==> config.mk <==
export PLATFORM = sky130hd
export DESIGN_NAME = multichannel_level_crossing_detector_top
export DESIGN_NICKNAME = d
export VERILOG_FILES = /design/src/rtl/core/lcd_pkg.sv /design/src/rtl/core/multichannel_level_crossing_detector_top.sv /design/src/rtl/core/lcd_ram.sv /design/src/rtl/core/lcd_front.sv /design/src/rtl/core/lcd_queue.sv /design/src/rtl/core/lcd_back.sv
export SDC_FILE = /design/constraint.sdc
export NUM_CORES = 2
export LEC_CHECK = 0
export ABC_CLOCK_PERIOD_IN_PS = 10440
export BUFFER_PORTS_ARGS = -buffer_cell sky130_fd_sc_hd__buf_2
export CELL_PAD_IN_SITES_DETAIL_PLACEMENT = 2
export CELL_PAD_IN_SITES_GLOBAL_PLACEMENT = 2
export CORE_MARGIN = 3
export CORE_UTILIZATION = 41
export CTS_BUF_LIST = sky130_fd_sc_hd__clkbuf_4 sky130_fd_sc_hd__clkbuf_8
export DETAILED_ROUTE_END_ITERATION = 8
export GPL_TIMING_DRIVEN = 0
export PLACE_DENSITY_LB_ADDON = 0.1
export RECOVER_POWER = 50
export SLEW_MARGIN = 20
export SYNTH_ARGS = -nofsm -noshare
export SYNTH_HDL_FRONTEND = slang
export SYNTH_SLANG_ARGS = --single-unit
==> constraint.sdc <==
create_clock -name i_clk -period 10.44 [get_ports i_clk]
set_input_delay 0.522 -clock i_clk [delete_from_list [all_inputs] [get_ports i_clk]]
set_output_delay 0.522 -clock i_clk [all_outputs]
set_load 0.01 [all_outputs]
==> src/rtl/core/lcd_pkg.sv <==
// ----------------------------------------------------------------------------
// lcd_pkg
// Shared types and constants of the multichannel level-crossing detector.
// ----------------------------------------------------------------------------
package lcd_pkg;

    localparam int CHANNELS      = 64;
    localparam int SAMPLE_BITS   = 16;
    localparam int CH_AW         = (CHANNELS > 1) ? $clog2(CHANNELS) : 1;
    localparam int CHAN_BITS     = 6;
    localparam int TIME_BITS     = 48;
    localparam int SERIAL_BITS   = 32;
    localparam int EVENT_BITS    = 8;
    localparam int THRESH_BITS   = 16;
    localparam int COUNT_BITS    = 16;

    localparam int CFG_IDX_BITS  = 4;
    localparam int CFG_DATA_BITS = 16;

    localparam logic [CFG_IDX_BITS-1:0] CFG_THRESHOLD    = 4'd0;
    localparam logic [CFG_IDX_BITS-1:0] CFG_RISING       = 4'd1;
    localparam logic [CFG_IDX_BITS-1:0] CFG_BLOCK_LENGTH = 4'd2;
    localparam logic [CFG_IDX_BITS-1:0] CFG_EVENT_ID     = 4'd3;

    localparam int QDEPTH = 4;
    localparam int QAW    = 2;

    typedef struct packed {
        logic signed [SAMPLE_BITS-1:0] sample;
        logic [CHAN_BITS-1:0]          channel;
        logic                          last_in_frame;
        logic [TIME_BITS-1:0]          frame_time;
        logic [TIME_BITS-1:0]          source_time;
        logic [SERIAL_BITS-1:0]        serial;
    } t_in_item;

    typedef struct packed {
        logic [EVENT_BITS-1:0]  event_code;
        logic [TIME_BITS-1:0]   hardware_time;
        logic [TIME_BITS-1:0]   source_stamp;
        logic [SERIAL_BITS-1:0] serial_out;
    } t_out_item;

    // classified item handed from front to back
    typedef struct packed {
        logic signed [SAMPLE_BITS-1:0] sample;
        logic [CH_AW-1:0]              addr;
        logic                          in_range;
        logic                          last;
        logic [TIME_BITS-1:0]          frame_time;
        logic [TIME_BITS-1:0]          source_time;
        logic [SERIAL_BITS-1:0]        serial;
    } t_op;

    typedef struct packed {
        logic                     we;
        logic [CFG_IDX_BITS-1:0]  index;
        logic [CFG_DATA_BITS-1:0] wdata;
    } t_cfg_wr;

    typedef enum logic [1:0] {
        MODE_NORMAL,
        MODE_SKIP,
        MODE_STORE
    } t_mode;

endpackage

==> src/rtl/core/multichannel_level_crossing_detector_top.sv <==
// ----------------------------------------------------------------------------
// multichannel_level_crossing_detector_top
// Per-channel threshold crossing detector with a frame-based refractory block.
// ----------------------------------------------------------------------------
// An event appears on o_out_valid once its frame's last sample has passed the
//   input register, queue, execute stage and output register.
// Throughput: one channel sample per cycle unless the event output stalls, set
//   by the single read and single write per cycle on the per-channel history RAM.
// Reset: synchronous, active low; clears channel valid bits, frame state and
//   queue, loads register defaults. No clearing pass, ready the next cycle.
module multichannel_level_crossing_detector_top
    import lcd_pkg::*;
(
    input  logic                     i_clk,
    input  logic                     i_rst_n,
    input  logic                     i_in_valid,
    output logic                     o_in_ready,
    input  t_in_item                 i_in_item,
    output logic                     o_out_valid,
    input  logic                     i_out_ready,
    output t_out_item                o_out_item,
    input  logic                     i_cfg_we,
    input  logic [CFG_IDX_BITS-1:0]  i_cfg_index,
    input  logic [CFG_DATA_BITS-1:0] i_cfg_wdata
);

    logic    push, pop, q_full, q_empty;
    t_op     front_op, q_head;
    t_cfg_wr cfg;

    assign cfg.we    = i_cfg_we;
    assign cfg.index = i_cfg_index;
    assign cfg.wdata = i_cfg_wdata;

    lcd_front u_front (
        .i_clk      (i_clk),
        .i_rst_n    (i_rst_n),
        .i_in_valid (i_in_valid),
        .o_in_ready (o_in_ready),
        .i_in_item  (i_in_item),
        .o_push     (push),
        .o_op       (front_op),
        .i_q_full   (q_full)
    );

    lcd_queue u_queue (
        .i_clk   (i_clk),
        .i_rst_n (i_rst_n),
        .i_push  (push),
        .i_op    (front_op),
        .o_full  (q_full),
        .i_pop   (pop),
        .o_empty (q_empty),
        .o_head  (q_head)
    );

    lcd_back u_back (
        .i_clk       (i_clk),
        .i_rst_n     (i_rst_n),
        .i_cfg       (cfg),
        .i_q_empty   (q_empty),
        .i_head      (q_head),
        .o_pop       (pop),
        .o_out_valid (o_out_valid),
        .i_out_ready (i_out_ready),
        .o_out_item  (o_out_item)
    );

endmodule

==> src/rtl/core/lcd_ram.sv <==
// ----------------------------------------------------------------------------
// lcd_ram
// Generic single-write, single-read RAM with registered read data.
// ----------------------------------------------------------------------------
module lcd_ram #(
    parameter int WIDTH = 16,
    parameter int DEPTH = 64,
    parameter int AW    = (DEPTH > 1) ? $clog2(DEPTH) : 1
) (
    input  logic             i_clk,
    input  logic             i_we,
    input  logic [AW-1:0]    i_waddr,
    input  logic [WIDTH-1:0] i_wdata,
    input  logic             i_re,
    input  logic [AW-1:0]    i_raddr,
    output logic [WIDTH-1:0] o_rdata
);

    logic [WIDTH-1:0] r_mem [DEPTH];
    logic [WIDTH-1:0] r_rdata;

    // read returns the old contents on a same-address write
    always_ff @(posedge i_clk) begin
        if (i_we) begin
            r_mem[i_waddr] <= i_wdata;
        end
        if (i_re) begin
            r_rdata <= r_mem[i_raddr];
        end
    end

    assign o_rdata = r_rdata;

endmodule

==> src/rtl/core/lcd_front.sv <==
// ----------------------------------------------------------------------------
// lcd_front
// Input register: accepts channel samples and classifies the channel index.
// ----------------------------------------------------------------------------
module lcd_front
    import lcd_pkg::*;
(
    input  logic     i_clk,
    input  logic     i_rst_n,
    input  logic     i_in_valid,
    output logic     o_in_ready,
    input  t_in_item i_in_item,
    output logic     o_push,
    output t_op      o_op,
    input  logic     i_q_full
);

    logic r_valid, n_valid;
    t_op  r_op, n_op;
    logic [CH_AW+CHAN_BITS-1:0] ch_wide;

    assign o_push     = r_valid && !i_q_full;
    assign o_in_ready = !r_valid || !i_q_full;

    always_comb begin
        ch_wide = {{CH_AW{1'b0}}, i_in_item.channel};
        n_valid = r_valid;
        n_op    = r_op;
        if (o_push) begin
            n_valid = 1'b0;
        end
        if (i_in_valid && o_in_ready) begin
            n_valid          = 1'b1;
            n_op.sample      = i_in_item.sample;
            n_op.addr        = ch_wide[CH_AW-1:0];
            n_op.in_range    = ch_wide < (CH_AW+CHAN_BITS)'(CHANNELS);
            n_op.last        = i_in_item.last_in_frame;
            n_op.frame_time  = i_in_item.frame_time;
            n_op.source_time = i_in_item.source_time;
            n_op.serial      = i_in_item.serial;
        end
    end

    always_ff @(posedge i_clk) begin
        if (!i_rst_n) begin
            r_valid <= 1'b0;
        end else begin
            r_valid <= n_valid;
        end
        r_op <= n_op;
    end

    assign o_op = r_op;

endmodule

==> src/rtl/core/lcd_queue.sv <==
// ----------------------------------------------------------------------------
// lcd_queue
// Short FIFO of classified items between front and back.
// ----------------------------------------------------------------------------
module lcd_queue
    import lcd_pkg::*;
(
    input  logic i_clk,
    input  logic i_rst_n,
    input  logic i_push,
    input  t_op  i_op,
    output logic o_full,
    input  logic i_pop,
    output logic o_empty,
    output t_op  o_head
);

    t_op            r_mem [QDEPTH];
    logic [QAW-1:0] r_wr_ptr, n_wr_ptr;
    logic [QAW-1:0] r_rd_ptr, n_rd_ptr;
    logic [QAW:0]   r_count, n_count;

    assign o_full  = r_count == (QAW+1)'(QDEPTH);
    assign o_empty = r_count == '0;
    assign o_head  = r_mem[r_rd_ptr];

    always_comb begin
        n_wr_ptr = r_wr_ptr;
        n_rd_ptr = r_rd_ptr;
        n_count  = r_count;
        if (i_push) begin
            n_wr_ptr = r_wr_ptr + 1'b1;
        end
        if (i_pop) begin
            n_rd_ptr = r_rd_ptr + 1'b1;
        end
        if (i_push && !i_pop) begin
            n_count = r_count + 1'b1;
        end else if (!i_push && i_pop) begin
            n_count = r_count - 1'b1;
        end
    end

    always_ff @(posedge i_clk) begin
        if (!i_rst_n) begin
            r_wr_ptr <= '0;
            r_rd_ptr <= '0;
            r_count  <= '0;
        end else begin
            r_wr_ptr <= n_wr_ptr;
            r_rd_ptr <= n_rd_ptr;
            r_count  <= n_count;
        end
        if (i_push) begin
            r_mem[r_wr_ptr] <= i_op;
        end
    end

endmodule

==> src/rtl/core/lcd_back.sv <==
// ----------------------------------------------------------------------------
// lcd_back
// Crossing check, frame and refractory state, per-channel history, event out.
// ----------------------------------------------------------------------------
module lcd_back
    import lcd_pkg::*;
(
    input  logic      i_clk,
    input  logic      i_rst_n,
    input  t_cfg_wr   i_cfg,
    input  logic      i_q_empty,
    input  t_op       i_head,
    output logic      o_pop,
    output logic      o_out_valid,
    input  logic      i_out_ready,
    output t_out_item o_out_item
);

    // configuration
    logic signed [THRESH_BITS-1:0] r_threshold, n_threshold;
    logic                          r_rising, n_rising;
    logic [COUNT_BITS-1:0]         r_block_length, n_block_length;
    logic [EVENT_BITS-1:0]         r_event_id, n_event_id;

    // frame state
    logic [COUNT_BITS-1:0] r_block_count, n_block_count;
    t_mode                 r_frame_mode, n_frame_mode;
    logic                  r_frame_start, n_frame_start;
    logic                  r_frame_hit, n_frame_hit;
    logic [CHANNELS-1:0]   r_chan_valid, n_chan_valid;

    // execute stage
    logic r_b_valid, n_b_valid;
    t_op  r_b, n_b;
    logic                          r_fwd_hit, n_fwd_hit;
    logic signed [SAMPLE_BITS-1:0] r_fwd_sample, n_fwd_sample;

    // output register
    logic      r_out_valid, n_out_valid;
    t_out_item r_out, n_out;

    logic [SAMPLE_BITS-1:0]        ram_rdata;
    logic signed [SAMPLE_BITS-1:0] prev;
    t_mode                         cur_mode;
    logic [COUNT_BITS-1:0]         cur_count;
    logic                          cur_hit;
    logic                          b_store, cmp_en, cross_now, hit_now, emit, b_go;

    always_comb begin
        cur_mode  = r_frame_mode;
        cur_count = r_block_count;
        cur_hit   = r_frame_hit;
        if (r_frame_start) begin
            cur_hit = 1'b0;
            if (r_block_count != '0) begin
                cur_count = r_block_count - 1'b1;
                cur_mode  = (cur_count == '0) ? MODE_STORE : MODE_SKIP;
            end else begin
                cur_mode = MODE_NORMAL;
            end
        end
        // last write went to the RAM in the same cycle this item was read
        prev      = r_fwd_hit ? r_fwd_sample : $signed(ram_rdata);
        b_store   = r_b_valid && r_b.in_range && (cur_mode != MODE_SKIP);
        cmp_en    = (cur_mode == MODE_NORMAL) && r_b.in_range && r_chan_valid[r_b.addr];
        cross_now = r_rising ? (prev <= r_threshold && r_b.sample > r_threshold)
                             : (prev >= r_threshold && r_b.sample < r_threshold);
        hit_now   = cur_hit || (cmp_en && cross_now);
        emit      = r_b_valid && r_b.last && (cur_mode == MODE_NORMAL) && hit_now;
        b_go      = r_b_valid && (!emit || !r_out_valid || i_out_ready);
        o_pop     = !i_q_empty && (!r_b_valid || b_go);
    end

    always_comb begin
        n_threshold    = r_threshold;
        n_rising       = r_rising;
        n_block_length = r_block_length;
        n_event_id     = r_event_id;
        n_block_count  = r_block_count;
        n_frame_mode   = r_frame_mode;
        n_frame_start  = r_frame_start;
        n_frame_hit    = r_frame_hit;
        n_chan_valid   = r_chan_valid;
        n_b_valid      = r_b_valid;
        n_b            = r_b;
        n_fwd_hit      = r_fwd_hit;
        n_fwd_sample   = r_fwd_sample;
        n_out_valid    = r_out_valid;
        n_out          = r_out;

        if (r_out_valid && i_out_ready) begin
            n_out_valid = 1'b0;
        end

        if (b_go) begin
            if (b_store) begin
                n_chan_valid[r_b.addr] = 1'b1;
            end
            if (r_b.last) begin
                n_frame_start = 1'b1;
                n_frame_hit   = 1'b0;
                n_frame_mode  = cur_mode;
                n_block_count = emit ? r_block_length : cur_count;
            end else begin
                n_frame_start = 1'b0;
                n_frame_hit   = hit_now;
                n_frame_mode  = cur_mode;
                n_block_count = cur_count;
            end
            if (emit) begin
                n_out_valid         = 1'b1;
                n_out.event_code    = r_event_id;
                n_out.hardware_time = r_b.frame_time;
                n_out.source_stamp  = r_b.source_time;
                n_out.serial_out    = r_b.serial;
            end
            n_b_valid = 1'b0;
        end

        if (o_pop) begin
            n_b_valid    = 1'b1;
            n_b          = i_head;
            n_fwd_hit    = b_go && b_store && (i_head.addr == r_b.addr);
            n_fwd_sample = r_b.sample;
        end

        if (i_cfg.we) begin
            unique case (i_cfg.index)
                CFG_THRESHOLD:    n_threshold = $signed(i_cfg.wdata[THRESH_BITS-1:0]);
                CFG_RISING:       n_rising    = i_cfg.wdata[0];
                CFG_BLOCK_LENGTH: begin
                    n_block_length = i_cfg.wdata[COUNT_BITS-1:0];
                    if (n_block_count > i_cfg.wdata[COUNT_BITS-1:0]) begin
                        n_block_count = i_cfg.wdata[COUNT_BITS-1:0];
                    end
                end
                CFG_EVENT_ID:     n_event_id  = i_cfg.wdata[EVENT_BITS-1:0];
                default:          ;
            endcase
        end
    end

    always_ff @(posedge i_clk) begin
        if (!i_rst_n) begin
            r_threshold    <= '0;
            r_rising       <= 1'b1;
            r_block_length <= '0;
            r_event_id     <= '0;
            r_block_count  <= '0;
            r_frame_mode   <= MODE_NORMAL;
            r_frame_start  <= 1'b1;
            r_frame_hit    <= 1'b0;
            r_chan_valid   <= '0;
            r_b_valid      <= 1'b0;
            r_fwd_hit      <= 1'b0;
            r_out_valid    <= 1'b0;
        end else begin
            r_threshold    <= n_threshold;
            r_rising       <= n_rising;
            r_block_length <= n_block_length;
            r_event_id     <= n_event_id;
            r_block_count  <= n_block_count;
            r_frame_mode   <= n_frame_mode;
            r_frame_start  <= n_frame_start;
            r_frame_hit    <= n_frame_hit;
            r_chan_valid   <= n_chan_valid;
            r_b_valid      <= n_b_valid;
            r_fwd_hit      <= n_fwd_hit;
            r_out_valid    <= n_out_valid;
        end
        r_b          <= n_b;
        r_fwd_sample <= n_fwd_sample;
        r_out        <= n_out;
    end

    lcd_ram #(
        .WIDTH (SAMPLE_BITS),
        .DEPTH (CHANNELS),
        .AW    (CH_AW)
    ) u_prev_ram (
        .i_clk   (i_clk),
        .i_we    (b_go && b_store),
        .i_waddr (r_b.addr),
        .i_wdata (r_b.sample),
        .i_re    (o_pop),
        .i_raddr (i_head.addr),
        .o_rdata (ram_rdata)
    );

    assign o_out_valid = r_out_valid;
    assign o_out_item  = r_out;

endmodule

==> impl_metrics.yaml <==
status:
  status: "finished, violations left"
  violated_checks: "capacitance limit, slew limit"
cts:
  clock_path_buffers: 4
  latest_clock_arrival_within_the_worst_skew_pair_ns: 1.07
  clock_sinks: 2236
  numCtsBuffers: 387
  post_cts_resized: 0
  worst_path_clk_slew_ns: 0.06
  tritoncts_clock_tree: "built"
  cts.root.buffer_cell: "clkbuf_8"
  h-tree-depth: 5
pwr:
  power_density_mw_per_mm2: 277
  comb_power_share_pct: 26.7
  power.switching_fraction_pct: 33.0
  irDropWorstVdd_v: 0.000205
  p_sw_uw: 8910
  p_total_uw: 27000
  power_report.internal_total_uw: 18100
  total_leakage_power_uw: 0.0316
  power_frac_clock_pct: 29.1
  share_seq_of_total_power_pct: 44.2
cells_and_area:
  area_delta_synth_final_pct: 17.7
  fin_nets: 4949
  layout_utilization_pct: 48.7
  layout.cell_area.non_filler_mm2: 0.0977
  final_cell_count_no_fill: 7672
  drive_gt1_share_pct: 27.3
timing:
  min_period_ns: 7.92
  report.final.slew_viol_count: 77
  fmaxAchievable_mhz: 126
  final-hold-violation-count: 0
  final.period_utilization_pct: 75.8
  timing.final.ws_setup_ns: 2.52
  grt_setup_unrepaired: "no"
  relSlewSlack_pct: -101
  final.setup_skew_ns: 0.117
  worst_slew_pin_slew_ns: 3.01
  setup_viol: 0
place:
  gp_congestion: 0.779
  hpwl_detailed_um: 157000
  detailedPlace.worstSlack_ns: 3.29
  placed_cell_area_mm2: 0.0898
  placement.io_buffers: 312
  numPlacedInstances: 6811
logic_synthesis:
  number_of_flops_mapped_to_enable_cells_by_yosys: 2098
  synth.yosys.seq_area_share_pct: 79.2
  ys_ff_latch: 2236
  post_synth_num_cell_types: 79
  synthCells: 3748
  synth.top_cells.by_area: "edfxtp_1 (76%), mux4_2 (13%), dfxtp_1 (3.3%)"
  yosys.area.top_type_share_pct: 75.9
  ys_async_sr_fraction_pct: 0
  syn_area_per_cell_um2: 22.1
  syn_area_mm2: 0.0830
  synth_top_flop_cell: "edfxtp_1"
  synth_nets: 3980
  cell_type_with_the_largest_total_area_after_synthesis: "edfxtp_1"
  synth-warning-count: 0
die:
  die_area_mm2: 0.208
  initial_core_util_pct: 41.4
  number_of_cell_rows: 164
  die_height_um: 456
  placeableCoreArea_mm2: 0.200
  io_pins: 314
  die_w_um: 456
routing:
  drt-total-wl_um: 263000
  drtIter0Drc: 4005
  ant_nets: 0
  vias: 43310
  drt-vias-per-instance: 5.65
  first_pass_iters: 5
  post_route_drc_violation_count: 0
  detail_route.wl_per_cell_um: 34.3
hold_path:
  whs_endpoint: "u_back.r_rising"
  hold_start: "i_cfg_index[2]"
  timing.hold.worst_path_depth: 6
  hold_path.class: "in2reg"
critical_path:
  crit_fanout: 18
  worst_setup_path_start_kind: "register"
  worst_r2r_startpoint: "u_back.r_b[145]"
  reg2reg_to: "u_back.r_block_count[13]"
  worstPathRequired_ns: 11.36
  timing.critical_path.to_type: "register"
  cp_data_arrival_time_ns: 8.84
  worst-setup-path-type: "reg2reg"
  r2r_cells: 22
  rrSetupSlack_ns: 2.52
run:
  drv_cap: 3
global_route:
  largest_net_degree_at_the_start_of_global_routing: 72
  grt.total_usage_pct: 25.1
  grt_first_pass_wirelength_um: 375000
  first_global_vias: 48386
  antenna_found_initial: 23
  grt_overflow_total: 0
cell usage in the layout, fill, tap and decap left out, drive strengths merged, types with 55 or more instances in the layout:
master / count
and3: 69
buf: 227
a32o: 64
clkbuf: 898
mux4: 479
a21oi: 75
clkinv: 138
dfxtp: 138
edfxtp: 2098
dlygate4sd3: 172
nor2: 68
nand2: 129
ha: 55
metal layers:
metal	GRT usage (%)	share of wire, %
met1	32.8	41
met2	42.2	50
met3	5.36	6.5
met4	7.84	3.2
met5	0	0.010
worst max-delay path, cell delays in order (launching register included):
cell and delay [ns]:
edfxtp_1 0.82, clkbuf_1 0.79, clkbuf_1 0.92, ha_1 0.30, nand4_1 0.18, a2111o_1 0.40, nand4_1 0.12, mux2i_1 0.23
mux2_2 0.43, o221ai_2 0.42, clkbuf_1 0.59, o21ai_0 0.32, nand2_1 0.18, ha_1 0.25, nand4_1 0.12, nor2_1 0.07
nor2_1 0.09, a21oi_1 0.09, a211oi_1 0.38, a21bo_2 0.26, clkbuf_1 0.47, o21ai_0 0.15, a31oi_1 0.17
synth_stat cells (6+ instances only):
library cell and instances:
a21o_1 8, nand2_1 129, nand3_1 13, edfxtp_1 2098, and2_1 9, mux2i_1 31
a21oi_1 75, a32o_1 64, xor2_1 9, o21ai_0 25, buf_1 37, nor4_1 7
a31oi_1 7, nand4_1 17, and3_1 69, mux2_2 36, ha_1 55, o211ai_1 6
o31ai_1 11, dfxtp_1 138, o21ai_1 21, mux4_2 479, clkbuf_1 112, nor2_1 67
o21a_1 6, a21boi_0 8, nor3_1 26, nor2b_1 6, inv_1 44, buf_2 36
xnor2_1 7
what timing repair did:
action / in CTS / in global routing
buffers inserted: 0 / 0
hold buffers: 172 / 0
endpoints found under the hold margin: 219 / 0
worst max-delay path by stage:
stage | slack, ns | startpoint | endpoint
global placement | -6.90 | u_front.r_valid | u_front.o_op[12]
finish | 2.52 | u_back.r_b[145] | u_back.r_block_count[13]
detailed placement | 3.29 | u_back.r_fwd_hit | u_back.r_block_count[13]
floorplan | 0.65 | u_back.r_fwd_hit | u_back.o_out_item[0]
global route | 1.82 | u_back.r_b[145] | u_back.r_block_count[15]
CTS | 3.23 | u_back.r_fwd_hit | u_back.r_block_count[13]
sequential cells by signal, indices dropped and copies added (netlist names), 2 cells and up, named ones only:
name,count
u_back.r_fwd_sample,16
u_back.r_frame_mode,2
u_back.r_threshold,16
u_back.r_b,151
u_back.r_block_count,16
u_back.o_out_item,136
u_back.r_block_length,16
u_queue.r_wr_ptr,2
u_queue.r_mem,604
u_back.r_chan_valid,64
u_front.o_op,151
u_queue.r_count,3
u_queue.r_rd_ptr,2
u_back.u_prev_ram.o_rdata,16
u_back.u_prev_ram.r_mem,1024
u_back.r_event_id,8
area by class of cell:
type | count | area [µm²]
Clock buffer | 527 | 6480
Clock inverter | 144 | 701
Antenna cell | 17 | 42.5
Fill cell | 17681 | 103000
Inverter | 47 | 184
Sequential cell | 2236 | 65800
Timing Repair Buffer | 580 | 4020
Tap cell | 2656 | 3320
Buffer | 190 | 795
Multi-Input combinational cell | 1275 | 16400
cells by family after synthesis:
kind of cell	count (synthesis)	synth area share, %
buffers and inverters	237	1.15
AND/OR/NAND/NOR	373	2.21
AO/OA/AOI/OAI	284	2.51
flip-flops	2236	79.2
adder cells (fa/ha/maj)	56	0.853
XOR/XNOR	16	0.169
multiplexers	546	13.9
through the flow:
stage,setup TNS [ns],hold slack (ns)
6_report,0,0.147
5_1_grt,0,0.0741
4_1_cts,0,0.0114
3_5_place_dp,0,0.405
3_3_place_gp,-1948.77,0.401
2_1_floorplan,0,0.400
power by group through the flow:
stage | combinational (µW) | clock [µW] | sequential (µW)
global placement | 6070 | 0 | 12800
global route | 7680 | 8410 | 12000
finish | 7220 | 7870 | 12000
floorplan | 3940 | 0 | 12100
CTS | 7540 | 7870 | 11900
detailed placement | 7410 | 0 | 12100
No activity file was read; power rests on OpenSTA's default activity.
